File: src/rtl/sss_pkg.sv
// Shared types and constants of the sensor scan sequencer.
package sss_pkg;

    // Number of multiplexed line sensors on the line converter channel
    localparam int LINE_SENSORS = 11;
    // Sample store: line samples first, then distance 0 and distance 1
    localparam int STORE_DEPTH  = LINE_SENSORS + 2;
    localparam int IDX_W        = $clog2(STORE_DEPTH);
    localparam int ADDR_W       = 4;
    localparam int DATA_W       = 8;
    localparam int FLAG_LINES   = 6;
    localparam int FLAG_BASE    = 5;

    // APB register map
    localparam int PADDR_W      = 3;
    localparam int PDATA_W      = 32;
    localparam logic [0:0] REG_LINE_THR = 1'b0;
    localparam logic [0:0] REG_DIST_THR = 1'b1;
    localparam logic [DATA_W-1:0] LINE_THR_RESET = 8'h80;
    localparam logic [DATA_W-1:0] DIST_THR_RESET = 8'h20;

    // Converter channels
    localparam logic [2:0] CH_LINE  = 3'd7;
    localparam logic [2:0] CH_DIST0 = 3'd4;
    localparam logic [2:0] CH_DIST1 = 3'd5;

    // Host request codes (low nibble, high nibble must be zero)
    localparam logic [3:0] RQ_LINES = 4'h0;
    localparam logic [3:0] RQ_DIST0 = 4'h2;
    localparam logic [3:0] RQ_DIST1 = 4'h3;
    localparam logic [3:0] RQ_ALL   = 4'hF;

    typedef enum logic [1:0] {
        MODE_START    = 2'd0,
        MODE_SAMPLE   = 2'd1,
        MODE_REQUEST  = 2'd2,
        MODE_RESERVED = 2'd3
    } t_mode;

    typedef enum logic [1:0] {
        KIND_CONVERT  = 2'd0,
        KIND_DONE     = 2'd1,
        KIND_READBACK = 2'd2
    } t_kind;

    typedef enum logic [1:0] {
        ST_IDLE,
        ST_SINGLE,
        ST_READ
    } t_state;

    typedef enum logic [2:0] {
        CMD_NONE,
        CMD_START,
        CMD_SAMPLE,
        CMD_RB_FIRST,
        CMD_RB_NEXT
    } t_cmd;

    // Status from datapath to controller
    typedef struct packed {
        logic scanning;
        logic rb_valid;
        logic out_last;
    } t_dp_status;

endpackage

File: src/rtl/sensor_scan_sequencer.sv
// Top level of the sensor scan sequencer: APB registers, controller and datapath.
//
// Input channel (i_in_valid / o_in_ready): one transaction carries a mode, a
// converter sample and a host request byte. Start (mode 0) begins a scan of the
// line sensors, then distance channels 4 and 5; each sample (mode 1) during a
// scan is stored and answered with the next channel, the last one with scan
// complete and the flag byte. A host request (mode 2) reads stored bytes back.
// Output channel (o_out_valid / i_out_ready): during a readback, one result
// transaction per cycle while the receiver takes them; o_last marks the final
// one of an input. The result is registered and valid in the cycle after the
// input is taken. The controller handles one input at a time; inputs with no
// result leave it idle and ready for the next input.
// A receiver stall holds the result register and o_in_ready stays low until
// all results of the current input are taken.
// Reset (i_rst_n low, synchronous) clears the sample store, ends any scan and
// loads the thresholds with 128 (line) and 32 (distance).
// Registers: line threshold at 0x0, distance threshold at 0x4.
module sensor_scan_sequencer import sss_pkg::*; (
    input  logic               i_clk,
    input  logic               i_rst_n,
    // input transactions
    input  logic               i_in_valid,
    output logic               o_in_ready,
    input  logic [1:0]         i_mode,
    input  logic [DATA_W-1:0]  i_sample,
    input  logic [7:0]         i_request,
    // result transactions
    output logic               o_out_valid,
    input  logic               i_out_ready,
    output logic [1:0]         o_out_kind,
    output logic [2:0]         o_adc_channel,
    output logic [ADDR_W-1:0]  o_line_address,
    output logic               o_settle_wait,
    output logic [7:0]         o_flag_byte,
    output logic [DATA_W-1:0]  o_data_byte,
    output logic               o_last,
    // configuration port
    input  logic               psel,
    input  logic               penable,
    input  logic               pwrite,
    input  logic [PADDR_W-1:0] paddr,
    input  logic [PDATA_W-1:0] pwdata,
    output logic [PDATA_W-1:0] prdata,
    output logic               pready
);

    logic [DATA_W-1:0] r_line_thr;
    logic [DATA_W-1:0] r_dist_thr;
    logic              cfg_wr;
    t_dp_status        status;
    t_cmd              cmd;

    assign pready = 1'b1;
    assign cfg_wr = psel && penable && pwrite;

    // Threshold registers
    always_ff @(posedge i_clk) begin
        if (!i_rst_n) begin
            r_line_thr <= LINE_THR_RESET;
            r_dist_thr <= DIST_THR_RESET;
        end else if (cfg_wr) begin
            if (paddr[2] == REG_LINE_THR) begin
                r_line_thr <= pwdata[DATA_W-1:0];
            end
            if (paddr[2] == REG_DIST_THR) begin
                r_dist_thr <= pwdata[DATA_W-1:0];
            end
        end
    end

    // Register read-back
    always_comb begin
        prdata = '0;
        unique case (paddr[2])
            REG_LINE_THR: prdata = {{(PDATA_W-DATA_W){1'b0}}, r_line_thr};
            REG_DIST_THR: prdata = {{(PDATA_W-DATA_W){1'b0}}, r_dist_thr};
            default:      prdata = '0;
        endcase
    end

    sss_ctrl u_ctrl (
        .i_clk       (i_clk),
        .i_rst_n     (i_rst_n),
        .i_in_valid  (i_in_valid),
        .o_in_ready  (o_in_ready),
        .i_mode      (i_mode),
        .o_out_valid (o_out_valid),
        .i_out_ready (i_out_ready),
        .i_status    (status),
        .o_cmd       (cmd)
    );

    sss_datapath u_datapath (
        .i_clk          (i_clk),
        .i_rst_n        (i_rst_n),
        .i_cmd          (cmd),
        .i_sample       (i_sample),
        .i_request      (i_request),
        .i_line_thr     (r_line_thr),
        .i_dist_thr     (r_dist_thr),
        .o_status       (status),
        .o_out_kind     (o_out_kind),
        .o_adc_channel  (o_adc_channel),
        .o_line_address (o_line_address),
        .o_settle_wait  (o_settle_wait),
        .o_flag_byte    (o_flag_byte),
        .o_data_byte    (o_data_byte),
        .o_last         (o_last)
    );

endmodule

File: src/rtl/sss_ctrl.sv
// Controller state machine of the sensor scan sequencer.
module sss_ctrl import sss_pkg::*; (
    input  logic       i_clk,
    input  logic       i_rst_n,
    input  logic       i_in_valid,
    output logic       o_in_ready,
    input  logic [1:0] i_mode,
    output logic       o_out_valid,
    input  logic       i_out_ready,
    input  t_dp_status i_status,
    output t_cmd       o_cmd
);

    t_state r_state;
    t_state n_state;
    t_mode  mode;
    logic   in_acc;

    assign mode   = t_mode'(i_mode);
    assign in_acc = i_in_valid && (r_state == ST_IDLE);

    // State register
    always_ff @(posedge i_clk) begin
        if (!i_rst_n) begin
            r_state <= ST_IDLE;
        end else begin
            r_state <= n_state;
        end
    end

    // Next state
    always_comb begin
        n_state = r_state;
        unique case (r_state)
            ST_IDLE: begin
                if (in_acc) begin
                    unique case (mode)
                        MODE_START:   n_state = ST_SINGLE;
                        MODE_SAMPLE:  n_state = i_status.scanning ? ST_SINGLE : ST_IDLE;
                        MODE_REQUEST: n_state = i_status.rb_valid ? ST_READ : ST_IDLE;
                        default:      n_state = ST_IDLE;
                    endcase
                end
            end
            ST_SINGLE: begin
                if (i_out_ready) begin
                    n_state = ST_IDLE;
                end
            end
            ST_READ: begin
                if (i_out_ready && i_status.out_last) begin
                    n_state = ST_IDLE;
                end
            end
            default: n_state = ST_IDLE;
        endcase
    end

    // Outputs and datapath commands
    always_comb begin
        o_in_ready  = 1'b0;
        o_out_valid = 1'b0;
        o_cmd       = CMD_NONE;
        unique case (r_state)
            ST_IDLE: begin
                o_in_ready = 1'b1;
                if (in_acc) begin
                    unique case (mode)
                        MODE_START:   o_cmd = CMD_START;
                        MODE_SAMPLE:  o_cmd = i_status.scanning ? CMD_SAMPLE : CMD_NONE;
                        MODE_REQUEST: o_cmd = i_status.rb_valid ? CMD_RB_FIRST : CMD_NONE;
                        default:      o_cmd = CMD_NONE;
                    endcase
                end
            end
            ST_SINGLE: begin
                o_out_valid = 1'b1;
            end
            ST_READ: begin
                o_out_valid = 1'b1;
                if (i_out_ready && !i_status.out_last) begin
                    o_cmd = CMD_RB_NEXT;
                end
            end
            default: begin
                o_cmd = CMD_NONE;
            end
        endcase
    end

endmodule

File: src/rtl/sss_datapath.sv
// Datapath of the sensor scan sequencer: sample store, scan step and result register.
module sss_datapath import sss_pkg::*; (
    input  logic              i_clk,
    input  logic              i_rst_n,
    input  t_cmd              i_cmd,
    input  logic [DATA_W-1:0] i_sample,
    input  logic [7:0]        i_request,
    input  logic [DATA_W-1:0] i_line_thr,
    input  logic [DATA_W-1:0] i_dist_thr,
    output t_dp_status        o_status,
    output logic [1:0]        o_out_kind,
    output logic [2:0]        o_adc_channel,
    output logic [ADDR_W-1:0] o_line_address,
    output logic              o_settle_wait,
    output logic [7:0]        o_flag_byte,
    output logic [DATA_W-1:0] o_data_byte,
    output logic              o_last
);

    localparam logic [IDX_W-1:0] LAST_LINE = IDX_W'(LINE_SENSORS - 1);
    localparam logic [IDX_W-1:0] DIST0_IDX = IDX_W'(LINE_SENSORS);
    localparam logic [IDX_W-1:0] DIST1_IDX = IDX_W'(LINE_SENSORS + 1);

    logic [DATA_W-1:0] r_store [STORE_DEPTH];
    logic              r_scanning, n_scanning;
    logic [IDX_W-1:0]  r_step, n_step;
    logic [IDX_W-1:0]  r_idx, n_idx;
    logic [IDX_W-1:0]  r_end, n_end;
    logic              store_we;

    logic [1:0]        r_kind, n_kind;
    logic [2:0]        r_chan, n_chan;
    logic [ADDR_W-1:0] r_addr, n_addr;
    logic              r_settle, n_settle;
    logic [7:0]        r_flags, n_flags;
    logic [DATA_W-1:0] r_data, n_data;
    logic              r_last, n_last;

    logic [IDX_W-1:0]  step_inc;
    logic [IDX_W-1:0]  idx_inc;
    logic [7:0]        flags;
    logic              rb_valid;
    logic [IDX_W-1:0]  rb_start, rb_end;

    assign step_inc = r_step + IDX_W'(1);
    assign idx_inc  = r_idx + IDX_W'(1);

    // Threshold flags; the final distance sample is taken straight from the input
    always_comb begin
        flags = '0;
        for (int i = 0; i < FLAG_LINES; i++) begin
            if (FLAG_BASE + i < LINE_SENSORS) begin
                flags[i] = r_store[FLAG_BASE + i] > i_line_thr;
            end
        end
        flags[6] = r_store[LINE_SENSORS] > i_dist_thr;
        flags[7] = i_sample > i_dist_thr;
    end

    // Readback request decode: first and last store entry
    always_comb begin
        rb_valid = 1'b0;
        rb_start = '0;
        rb_end   = '0;
        if (i_request[7:4] == 4'h0) begin
            unique case (i_request[3:0])
                RQ_LINES: begin
                    rb_valid = 1'b1;
                    rb_start = '0;
                    rb_end   = LAST_LINE;
                end
                RQ_DIST0: begin
                    rb_valid = 1'b1;
                    rb_start = DIST0_IDX;
                    rb_end   = DIST0_IDX;
                end
                RQ_DIST1: begin
                    rb_valid = 1'b1;
                    rb_start = DIST1_IDX;
                    rb_end   = DIST1_IDX;
                end
                RQ_ALL: begin
                    rb_valid = 1'b1;
                    rb_start = '0;
                    rb_end   = DIST1_IDX;
                end
                default: begin
                    rb_valid = 1'b0;
                end
            endcase
        end
    end

    // Next values for scan state and result register
    always_comb begin
        n_scanning = r_scanning;
        n_step     = r_step;
        n_idx      = r_idx;
        n_end      = r_end;
        store_we   = 1'b0;
        n_kind     = r_kind;
        n_chan     = r_chan;
        n_addr     = r_addr;
        n_settle   = r_settle;
        n_flags    = r_flags;
        n_data     = r_data;
        n_last     = r_last;
        case (i_cmd)
            CMD_START: begin
                n_scanning = 1'b1;
                n_step     = '0;
                n_kind     = KIND_CONVERT;
                n_chan     = CH_LINE;
                n_addr     = '0;
                n_settle   = 1'b1;
                n_flags    = '0;
                n_data     = '0;
                n_last     = 1'b1;
            end
            CMD_SAMPLE: begin
                store_we = 1'b1;
                n_kind   = KIND_CONVERT;
                n_addr   = '0;
                n_settle = 1'b0;
                n_flags  = '0;
                n_data   = '0;
                n_last   = 1'b1;
                if (r_step < LAST_LINE) begin
                    n_step   = step_inc;
                    n_chan   = CH_LINE;
                    n_addr   = step_inc[ADDR_W-1:0];
                    n_settle = 1'b1;
                end else if (r_step == LAST_LINE) begin
                    n_step = DIST0_IDX;
                    n_chan = CH_DIST0;
                end else if (r_step == DIST0_IDX) begin
                    n_step = DIST1_IDX;
                    n_chan = CH_DIST1;
                end else begin
                    // final distance sample: scan complete
                    n_scanning = 1'b0;
                    n_step     = '0;
                    n_kind     = KIND_DONE;
                    n_chan     = '0;
                    n_flags    = flags;
                end
            end
            CMD_RB_FIRST: begin
                n_idx    = rb_start;
                n_end    = rb_end;
                n_kind   = KIND_READBACK;
                n_chan   = '0;
                n_addr   = '0;
                n_settle = 1'b0;
                n_flags  = '0;
                n_data   = r_store[rb_start];
                n_last   = (rb_start == rb_end);
            end
            CMD_RB_NEXT: begin
                n_idx  = idx_inc;
                n_data = r_store[idx_inc];
                n_last = (idx_inc == r_end);
            end
            default: begin
                n_scanning = r_scanning;
            end
        endcase
    end

    // Control state
    always_ff @(posedge i_clk) begin
        if (!i_rst_n) begin
            r_scanning <= 1'b0;
            r_step     <= '0;
        end else begin
            r_scanning <= n_scanning;
            r_step     <= n_step;
        end
    end

    // Sample store, cleared at reset
    always_ff @(posedge i_clk) begin
        if (!i_rst_n) begin
            for (int i = 0; i < STORE_DEPTH; i++) begin
                r_store[i] <= '0;
            end
        end else if (store_we) begin
            r_store[r_step] <= i_sample;
        end
    end

    // Result register and readback pointer
    always_ff @(posedge i_clk) begin
        r_idx    <= n_idx;
        r_end    <= n_end;
        r_kind   <= n_kind;
        r_chan   <= n_chan;
        r_addr   <= n_addr;
        r_settle <= n_settle;
        r_flags  <= n_flags;
        r_data   <= n_data;
        r_last   <= n_last;
    end

    assign o_status.scanning = r_scanning;
    assign o_status.rb_valid = rb_valid;
    assign o_status.out_last = r_last;

    assign o_out_kind     = r_kind;
    assign o_adc_channel  = r_chan;
    assign o_line_address = r_addr;
    assign o_settle_wait  = r_settle;
    assign o_flag_byte    = r_flags;
    assign o_data_byte    = r_data;
    assign o_last         = r_last;

endmodule

File: config.mk
export PLATFORM = sky130hd
export DESIGN_NAME = sensor_scan_sequencer
export DESIGN_NICKNAME = d
export VERILOG_FILES = /design/src/rtl/sss_pkg.sv /design/src/rtl/sensor_scan_sequencer.sv /design/src/rtl/sss_ctrl.sv /design/src/rtl/sss_datapath.sv
export SDC_FILE = /design/constraint.sdc
export NUM_CORES = 1
export LEC_CHECK = 0
export ABC_AREA = 1
export ABC_CLOCK_PERIOD_IN_PS = 7000
export BUFFER_PORTS_ARGS = -buffer_cell sky130_fd_sc_hd__buf_4
export CAP_MARGIN = 20
export CORE_MARGIN = 8
export CORE_UTILIZATION = 66
export CTS_BUF_LIST = sky130_fd_sc_hd__clkbuf_2 sky130_fd_sc_hd__clkbuf_4 sky130_fd_sc_hd__clkbuf_8
export CTS_CLUSTER_SIZE = 20
export DETAILED_ROUTE_END_ITERATION = 8
export GPL_TIMING_DRIVEN = 0
export HOLD_SLACK_MARGIN = 0.05
export PLACE_DENSITY = 0.89
export SYNTH_ARGS = -nofsm -noshare
export SYNTH_HDL_FRONTEND = slang
export SYNTH_SLANG_ARGS = --single-unit
File: constraint.sdc
create_clock -name i_clk -period 7 [get_ports i_clk]
set_clock_uncertainty 0.2 [all_clocks]
set_input_delay 0.7 -clock i_clk [delete_from_list [all_inputs] [get_ports i_clk]]
set_output_delay 0.7 -clock i_clk [all_outputs]
set_load 0.05 [all_outputs]
After elaboration in Yosys (flattened, before gate mapping)
Memory sizes are Yosys's and may differ from the RTL's.
Index checks and enable logic that the tools add are counted.
Word-level totals
  register bits: 58
  logic and storage cells: 130
  memories kept: 1
  output and inout bits: 62
  bits in read-only memories: 0
  bits in writable memories: 104
  latch bits: 0
Memory list
  u_datapath.r_store: words 13, width 8, read ports 9, clocked after Yosys merged registers in 0, write ports 13, line sss_datapath.sv:24  | logic [DATA_W-1:0] r_store [STORE_DEPTH];
Cells by class
  shifts and indexed selects: 0
  $lt $le $gt $ge: 9
  bitwise operators: 1
  div/mod/pow operators: 0
  multiplexer cells: 57
  equality and inequality tests: 21
  reduce and logical (&&, ||, !) cells: 25
  add/sub/neg operators: 2
  multiply operators: 0
Operator list (number)
  8-bit > comparator: 8
  32-bit case mux with 2 select lines: 1
  8-bit two-way mux: 4
  4-bit case mux with 2 select lines: 4
  4-bit two-way mux: 7
  8-bit case mux with 3 select lines: 1
  2-bit case mux with 3 select lines: 3
  3-bit case mux with 3 select lines: 2
  1-bit two-way mux: 16
  2-bit two-way mux: 8
  8-bit case mux with 2 select lines: 1
  3-bit two-way mux: 5
  4-bit == test, second input constant: 3
  4-bit case mux with 3 select lines: 1
  4-bit by 1-bit adder with 4-bit output, second input constant: 2
  4-bit by 2-bit == test with 1-bit output, second input constant: 2
  4-bit == test: 2
  4-bit zero test: 2
  2-bit != test, second input constant: 4
  2-bit OR reduction: 4
  8-bit OR reduction: 1
  3-bit by 2-bit == test with 1-bit output, second input constant: 2
  1-bit case mux with 3 select lines: 2
  3-bit case mux with 2 select lines: 1
  other kinds (17): 29

Longest topological paths before layout
Gate-level depths: netlist (run 1).
  depth in word-level cells: 15
  mapped depth: 14
  depth with buffers taken out: 14

Cells and area by module
From an unflattened synthesis (run 1), not the netlist that was laid out.
Unflattened totals
  cells, all modules: 1314
  area, all modules: 10865.4 µm²
By module, submodules not included
  sss_datapath: area an instance 9644.2 µm², sequential area each 4964.8 µm², times used 1, cells an instance 1123
  sensor_scan_sequencer: area an instance 989.7 µm², sequential area each 320.3 µm², times used 1, cells an instance 150
  sss_ctrl: area an instance 231.5 µm², sequential area each 40.0 µm², times used 1, cells an instance 41

Least setup slack after synthesis (run 1)
Ideal clock, no wire load.
  path kind: input to output
  start point: input port paddr[2]
  end point: output port prdata[5]
  stages: 2
  slack: 4.104 ns
  data required time: 6.100 ns
  arrival time: 1.996 ns
  buffers on the path: 1
  cells stage by stage: clkbuf_1 > o21ai_0
Between the ends
  word-level cells in the longest chain between the ends: 2
Ends and longest elaborated chain
  start, declared: line sensor_scan_sequencer.sv:41  | input logic [PADDR_W-1:0] paddr,
  1-bit inverter (no line)
  32-bit case mux with 2 select lines *: line sensor_scan_sequencer.sv:74  | unique case (paddr[2])
  end, declared: line sensor_scan_sequencer.sv:43  | output logic [PDATA_W-1:0] prdata,
Every way passes the cells marked *; elsewhere a longest branch is shown, timed or not. The select of a mux whose other input is x is not followed.

Worst setup path after layout (run 1)
  start point: register u_datapath.r_idx[0]
  end point: register u_datapath.r_data[6] (netlist: u_datapath.o_data_byte[6]), data pin
Between the ends
  word-level cells in the longest chain between the ends: 3
Ends and longest elaborated chain
  start, declared: line sss_datapath.sv:27  | logic [IDX_W-1:0] r_idx, n_idx;
  start signal, assigned: line sss_datapath.sv:194  | r_idx <= n_idx;
  4-bit by 1-bit adder with 4-bit output: line sss_datapath.sv:46  | assign idx_inc = r_idx + IDX_W'(1);
  memory read 13 x 8 bit
  8-bit case mux with 3 select lines: line sss_datapath.sv:108  | case (i_cmd)
  via u_datapath.n_data[6]: line sss_datapath.sv:36  | logic [DATA_W-1:0] r_data, n_data;
  end signal, assigned: line sss_datapath.sv:201  | r_data <= n_data;
  end, declared: line sss_datapath.sv:36
The timed path passes the listed nets, and every way through them passes these cells.
A chain may end at the register's enable or synchronous reset.

==> results.sh, run 1 <==
export IMPL_clkLatencyLatePin_ns=0.48
export IMPL_antenna_left=0
export IMPL_crit_reg2reg_launch="u_datapath.r_idx[0]$_DFFE_PP_"
export IMPL_p_total_uw=2210
export IMPL_syn_avg_cell_area_um2=9.39
export IMPL_seq_area_frac_synth=0.520
export IMPL_worst_path_buf_inv=3
export IMPL_crit_top_cell="nand3_1"
export IMPL_setup_tns_ns=0
export IMPL_grt_overflow=0
export IMPL_worst_pin_slew_ns=0.977
export IMPL_wl_um=30800
export IMPL_slew_headroom=0.341
export IMPL_fill_cells=1066
export IMPL_coreArea_um2=15200
export IMPL_cp_slowest_stage_delay_ns=0.56
export IMPL_dieWidth_um=141
export IMPL_hpwl_um=22800
export IMPL_setup_viol=0
export IMPL_ff2ff_setup_slack_ns=4.00
export IMPL_ioPinCount=122
export IMPL_die_y_um=141
export IMPL_n_antenna_cell=0
export IMPL_synthesis_area_um2=10200
export IMPL_worst_path_max_delay_cell="clkbuf_1"
export IMPL_track_usage=0.310
export IMPL_drt_iter0_drc=1331
export IMPL_crit_type="flop to flop"
export IMPL_yosysWarnings=0
export IMPL_grt_pass1_vias=8215
export IMPL_grt_max_degree=19
export IMPL_cts_buffers=17
export IMPL_hold_violations=0
export IMPL_reg2regPathDepth=9
export IMPL_p_per_area_nw_per_um2=193
export IMPL_nNetsFinal=1336
export IMPL_maxCapViolCount=0
export IMPL_crit_path_end_kind="flop"
export IMPL_post_route_worst_setup_slack_ns=4.00
export IMPL_place_ws_ns=3.84
export IMPL_area_growth_pct=12.1
export IMPL_drtPass1Iterations=8
export IMPL_cp_start_kind="flop"
export IMPL_port_buffers=69
export IMPL_grt_pass1_wl_um=46200
export IMPL_cts_tree="built"
export IMPL_clk_path_buf_depth=2
export IMPL_postCtsHoldBufs=0
export IMPL_netlist_instances=1091
export IMPL_critPathCapture="u_datapath.o_data_byte[6]$_DFFE_PP_"
export IMPL_arrival_ns=3.02
export IMPL_cp_required_ns=7.02
export IMPL_cp_startpoint="u_datapath.r_idx[0]$_DFFE_PP_"
export IMPL_hold_class="input port to flop"
export IMPL_timing_hold_ws_ns=0.237
export IMPL_fin_crit_ns=3.00
export IMPL_post_cts_setup_buffers=0
export IMPL_cts_resized=0
export IMPL_fin_crit_sh=0.428
export IMPL_ys_seq_elements=185
export IMPL_cp_top_family="buffers and inverters"
export IMPL_start_util=0.674
export IMPL_cts_sinks=185
export IMPL_rr_endpoint="u_datapath.o_data_byte[6]$_DFFE_PP_"
export IMPL_leakage_uw=0.00486
export IMPL_vdd_drop_max_mv=0.160
export IMPL_clk_pin_slew_ns=0.10
export IMPL_drc=0
export IMPL_via_count=8796
export IMPL_crit_cells=9
export IMPL_max_freq_mhz=334
export IMPL_antenna_found_initial=1
export IMPL_crit_fanout=10
export IMPL_maxSlewViolCount=0
export IMPL_status="complete, no violations"
export IMPL_synth_cell_types=47
export IMPL_wl_per_cell_um=21.9
export IMPL_cts_root_buf="clkbuf_8"
export IMPL_place_congestion=1.00
export IMPL_vias_per_cell=6.26
export IMPL_dieArea_um2=19800
export IMPL_htree_levels=4
export IMPL_grt_setup_unrepaired="no"
export IMPL_num_rows=45
export IMPL_path_cells="ha_1 > buf_2 > inv_1 > clkbuf_1 > nand3_1 > nand3_1 > o311ai_0 > nand3_1 > o21ai_1"
export IMPL_drive_gt1_frac=0.162
[flip-flops by register name (all words and copies together) (netlist names)]
signal,count
u_datapath.o_data_byte,8
u_datapath.o_last,1
r_line_thr,8
u_datapath.r_step,4
u_datapath.r_end,4
u_datapath.r_store,128
u_datapath.r_idx,4
u_ctrl.r_state,2
u_datapath.r_scanning,1
r_dist_thr,8
u_datapath.o_line_address,4
u_datapath.o_adc_channel,3
u_datapath.o_flag_byte,8
u_datapath.o_out_kind,2
[Yosys cell counts (all sizes together)]
master,n,share of area
nor2,164,0.069
a32o,1,0.00098
inv,96,0.035
a211oi,1,0.00073
and2,1,0.00086
nand2,207,0.081
o41ai,3,0.0026
conb,2,0.00073
a21oi,96,0.047
o21ai,75,0.038
o211ai,6,0.0044
clkbuf,27,0.0099
edfxtp,162,0.47
dfxtp,23,0.045
a22oi,5,0.0037
xor2,2,0.0017
a221oi,3,0.0026
nand4,6,0.0051
nand3,60,0.033
a31oi,3,0.0018
and3,2,0.0012
o32ai,1,0.00086
o22ai,4,0.0024
o21a,1,0.00073
ha,72,0.088
o311ai,13,0.011
nor3,5,0.0024
buf,41,0.027
o221ai,3,0.0026
clkinv,1,0.00037
xnor2,5,0.0050
[where the power goes]
group	total (uW)	internal, uW	switching [uW]
logic	244	72.5	172
registers	1240	1220	18.5
clock network	727	295	432
total	2210	1590	622
[layer usage]
| layer | vias to the layer above | routed length (um) | track usage |
|---|---|---|---|
| li1 | 3941 | - | - |
| met1 | 4049 | 11100 | 0.387 |
| met2 | 667 | 14100 | 0.493 |
| met3 | 137 | 3920 | 0.0709 |
| met4 | 2 | 1660 | 0.174 |
| met5 | - | 13 | 0 |
[logic make-up (layout without fill, tap and decap cells)]
group           count (synthesis)  in the layout  share of synthesized area
simple gates                  445            445                      0.193
compound gates                215            215                      0.119
flops                         185            185                      0.520
buf+inv                       165            268                     0.0723
fa+ha+maj                      72             72                     0.0879
xor+xnor                        7              7                    0.00672
other cells                     2             25                   0.000733
[cell type report]
type / count / area [um^2] / area share
clock buffer: 17 / 234 / 0.0204
sequential: 185 / 5330 / 0.464
buffer: 68 / 374 / 0.0326
clock inverter: 15 / 159 / 0.0138
inverter: 97 / 367 / 0.0319
tap: 188 / 235 / 0.0205
timing repair buffer: 71 / 528 / 0.0460
multi-input combinational: 764 / 4260 / 0.371
[worst min-delay path by stage]
stage | startpoint | to | slack, ns | depth (start not counted)
after global placement | u_ctrl.r_state[1]$_SDFFE_PN0P_ | u_ctrl.r_state[1]$_SDFFE_PN0P_ | 0.28 | 2
final | i_sample[0] | u_datapath.r_store[15][0]$_DFFE_PP_ | 0.24 | 1
after global routing | i_sample[0] | u_datapath.r_store[14][0]$_DFFE_PP_ | 0.22 | 1
after floorplan | u_datapath.r_scanning$_SDFFE_PN0P_ | u_datapath.r_scanning$_SDFFE_PN0P_ | 0.25 | 2
after detailed placement | u_ctrl.r_state[0]$_SDFFE_PN0P_ | u_ctrl.r_state[0]$_SDFFE_PN0P_ | 0.28 | 2
after CTS | i_sample[0] | u_datapath.r_store[14][0]$_DFFE_PP_ | 0.22 | 1
[metrics by stage]
| stage | area, um^2 | util | cells |
|---|---|---|---|
| 2_1_floorplan | 10300 | - | 1114 |
| 3_3_place_gp | 11100 | 0.729 | 1371 |
| 3_5_place_dp | 11100 | 0.730 | 1373 |
| 4_1_cts | 11500 | 0.756 | 1405 |
| 5_1_grt | 11500 | 0.756 | 1405 |
| 6_report | 11500 | 0.756 | 1405 |
[layout by cell type (no fill, tap or decap), types with 4 or more instances in the layout]
cell type / netlist / final
nor2_2: 7 / 7
nand2_2: 14 / 14
o21ai_0: 68 / 68
buf_4: 28 / 97
o211ai_1: 6 / 6
nor2_1: 150 / 150
a22oi_1: 5 / 5
buf_2: 11 / 13
nor3_1: 5 / 5
conb_1: 2 / 25
ha_1: 72 / 72
a21oi_1: 95 / 95
nand4_1: 5 / 5
clkbuf_8: 0 / 17
inv_8: 0 / 4
nor2_4: 5 / 5
o22ai_1: 4 / 4
o21ai_1: 4 / 4
xnor2_1: 4 / 4
nand3_1: 55 / 55
o311ai_0: 13 / 13
clkbuf_1: 27 / 27
clkinv_4: 0 / 5
nand2_1: 190 / 190
inv_1: 84 / 84
dfxtp_1: 23 / 23
inv_2: 11 / 11
edfxtp_1: 162 / 162
Note: power is estimated with default switching activity, not from simulation.
==> run 2: changes to the inputs <==
ABC_CLOCK_PERIOD_IN_PS = 3100   (was 7000)
CORE_UTILIZATION = 61   (was 66)
PLACE_DENSITY = 0.83   (was 0.89)
clock period = 3.1 ns   (was 7 ns; I/O delays follow)
==> results.sh, run 2 (synthesized netlist as in run 1, its figures left out) <==
export IMPL_status="complete, no violations"
export IMPL_hpwl_um=22100
export IMPL_rr_endpoint="u_datapath.o_data_byte[2]$_DFFE_PP_"
export IMPL_cts_root_buf="clkbuf_8"
export IMPL_grt_pass1_wl_um=46900
export IMPL_leakage_uw=0.00499
export IMPL_die_y_um=146
export IMPL_slew_headroom=0.358
export IMPL_port_buffers=69
export IMPL_ff2ff_setup_slack_ns=0.14
export IMPL_num_rows=47
export IMPL_crit_reg2reg_launch="u_datapath.r_idx[1]$_DFFE_PP_"
export IMPL_maxCapViolCount=0
export IMPL_maxSlewViolCount=0
export IMPL_place_area_um2=11100
export IMPL_post_cts_setup_buffers=0
export IMPL_via_count=8733
export IMPL_worst_pin_slew_ns=0.963
export IMPL_switchingPower_uw=1380
export IMPL_crit_type="flop to flop"
export IMPL_setup_tns_ns=0
export IMPL_pwr_share_comb=0.109
export IMPL_nNetsFinal=1361
export IMPL_track_usage=0.289
export IMPL_cts_tree="built"
export IMPL_clkLatencyLatePin_ns=0.50
export IMPL_fin_crit_sh=0.954
export IMPL_crit_path_end_kind="flop"
export IMPL_cts_sinks=185
export IMPL_grt_pass1_vias=8484
export IMPL_place_congestion=0.994
export IMPL_grt_overflow=0
export IMPL_post_route_worst_setup_slack_ns=0.141
export IMPL_arrival_ns=3.00
export IMPL_vdd_drop_max_mv=0.279
export IMPL_antenna_found_initial=0
export IMPL_power_frac_seq=0.535
export IMPL_reg2regPathDepth=8
export IMPL_antenna_left=0
export IMPL_clk_pin_slew_ns=0.10
export IMPL_layoutNonFillerInstCount=1462
export IMPL_n_antenna_cell=0
export IMPL_dieArea_um2=21200
export IMPL_largest_register="u_datapath.r_store"
export IMPL_htree_levels=4
export IMPL_dieWidth_um=146
export IMPL_fin_crit_ns=2.96
export IMPL_layout_commonest_cell="nand2_1"
export IMPL_design_area_um2=11800
export IMPL_hold_violations=0
export IMPL_vias_per_cell=5.97
export IMPL_postCtsHoldBufs=25
export IMPL_ioPinCount=122
export IMPL_drc=0
export IMPL_cp_required_ns=3.14
export IMPL_grt_max_degree=18
export IMPL_critPathCapture="u_datapath.o_data_byte[2]$_DFFE_PP_"
export IMPL_clk_path_buf_depth=2
export IMPL_place_ws_ns=0.308
export IMPL_max_freq_mhz=338
export IMPL_crit_fanout=10
export IMPL_grt_setup_unrepaired="no"
export IMPL_drt_iter0_drc=1022
export IMPL_internal_power_uw=3860
export IMPL_p_per_area_nw_per_um2=442
export IMPL_start_util=0.620
export IMPL_wl_per_cell_um=21.1
export IMPL_p_sw_frac=0.264
export IMPL_coreArea_um2=16500
export IMPL_hold_class="input port to flop"
export IMPL_pwr_share_clk=0.355
export IMPL_area_growth_pct=15.5
export IMPL_drtPass1Iterations=8
export IMPL_largest_reg_flops=128
export IMPL_cp_start_kind="flop"
export IMPL_cts_buffers=17
export IMPL_cts_resized=0
export IMPL_setup_viol=0
export IMPL_dp_cells=1405
export IMPL_cp_startpoint="u_datapath.r_idx[1]$_DFFE_PP_"
export IMPL_wl_um=30900
export IMPL_drive_gt1_frac=0.159
export IMPL_layout_common_cells="nand2_1, edfxtp_1, nor2_1, buf_4, a21oi_1"
run 2: cell count changes in the layout (fill, tap and decap cells not counted), sizes merged:
cell / delta
dlygate4sd3: +25
clkinvlp: -3
clkinv: -3
clkbuf: +1
inv: +2
bufinv: +3
run 2: worst min path at each step:
stage | from | end | depth (start not counted)
finish | i_request[4] | u_datapath.r_end[1]$_DFFE_PP_ | 4
global route | i_request[4] | u_datapath.r_end[1]$_DFFE_PP_ | 4
CTS | i_request[4] | u_datapath.r_end[1]$_DFFE_PP_ | 4
detailed placement | u_ctrl.r_state[1]$_SDFFE_PN0P_ | u_ctrl.r_state[1]$_SDFFE_PN0P_ | 2
global placement | u_ctrl.r_state[0]$_SDFFE_PN0P_ | u_ctrl.r_state[0]$_SDFFE_PN0P_ | 2
floorplan | i_sample[0] | u_datapath.r_store[13][0]$_DFFE_PP_ | 0
run 2: cell type report:
| class | instances | area [um^2] |
|---|---|---|
| flip-flops and latches | 185 | 5330 |
| fillers | 1178 | 4690 |
| multi-input cells | 764 | 4260 |
| repair buffers | 96 | 783 |
| plain buffers | 68 | 374 |
| inverters | 97 | 367 |
| well taps | 220 | 275 |
| clock buffers | 18 | 241 |
| clock inverters | 14 | 206 |
run 2: critical path, stage by stage (launching register included):
cell and delay, ns:
edfxtp_1 0.42, ha_1 0.29, buf_2 0.22, buf_1 0.63, nand3_1 0.18, nand3_1 0.14
o311ai_0 0.31, nand3_1 0.23, o21ai_2 0.09
run 2: power by group through the flow:
stage | Combinational (uW) | Sequential [uW] | Clock [uW]
after floorplan | 343 | 2870 | 0
after global placement | 515 | 2860 | 0
after detailed placement | 531 | 2860 | 0
after CTS | 559 | 2800 | 1840
after global routing | 618 | 2810 | 1930
final | 572 | 2800 | 1860
run 2: metal layers:
layer	GRT usage	share of wire	vias up	routed length, um
met5	0	0	-	0
met4	0.163	0.051	0	1570
met3	0.0846	0.12	135	3840
met2	0.455	0.46	634	14200
met1	0.350	0.36	3976	11200
li1	-	-	3988	-
run 2: stage by stage:
step | total power (uW) | hold WS, ns | util
2_1_floorplan | 3210 | 0.209 | -
3_3_place_gp | 3370 | 0.276 | 0.673
3_5_place_dp | 3390 | 0.295 | 0.674
4_1_cts | 5200 | 0.0709 | 0.716
5_1_grt | 5360 | 0.0854 | 0.716
6_report | 5240 | 0.0805 | 0.716
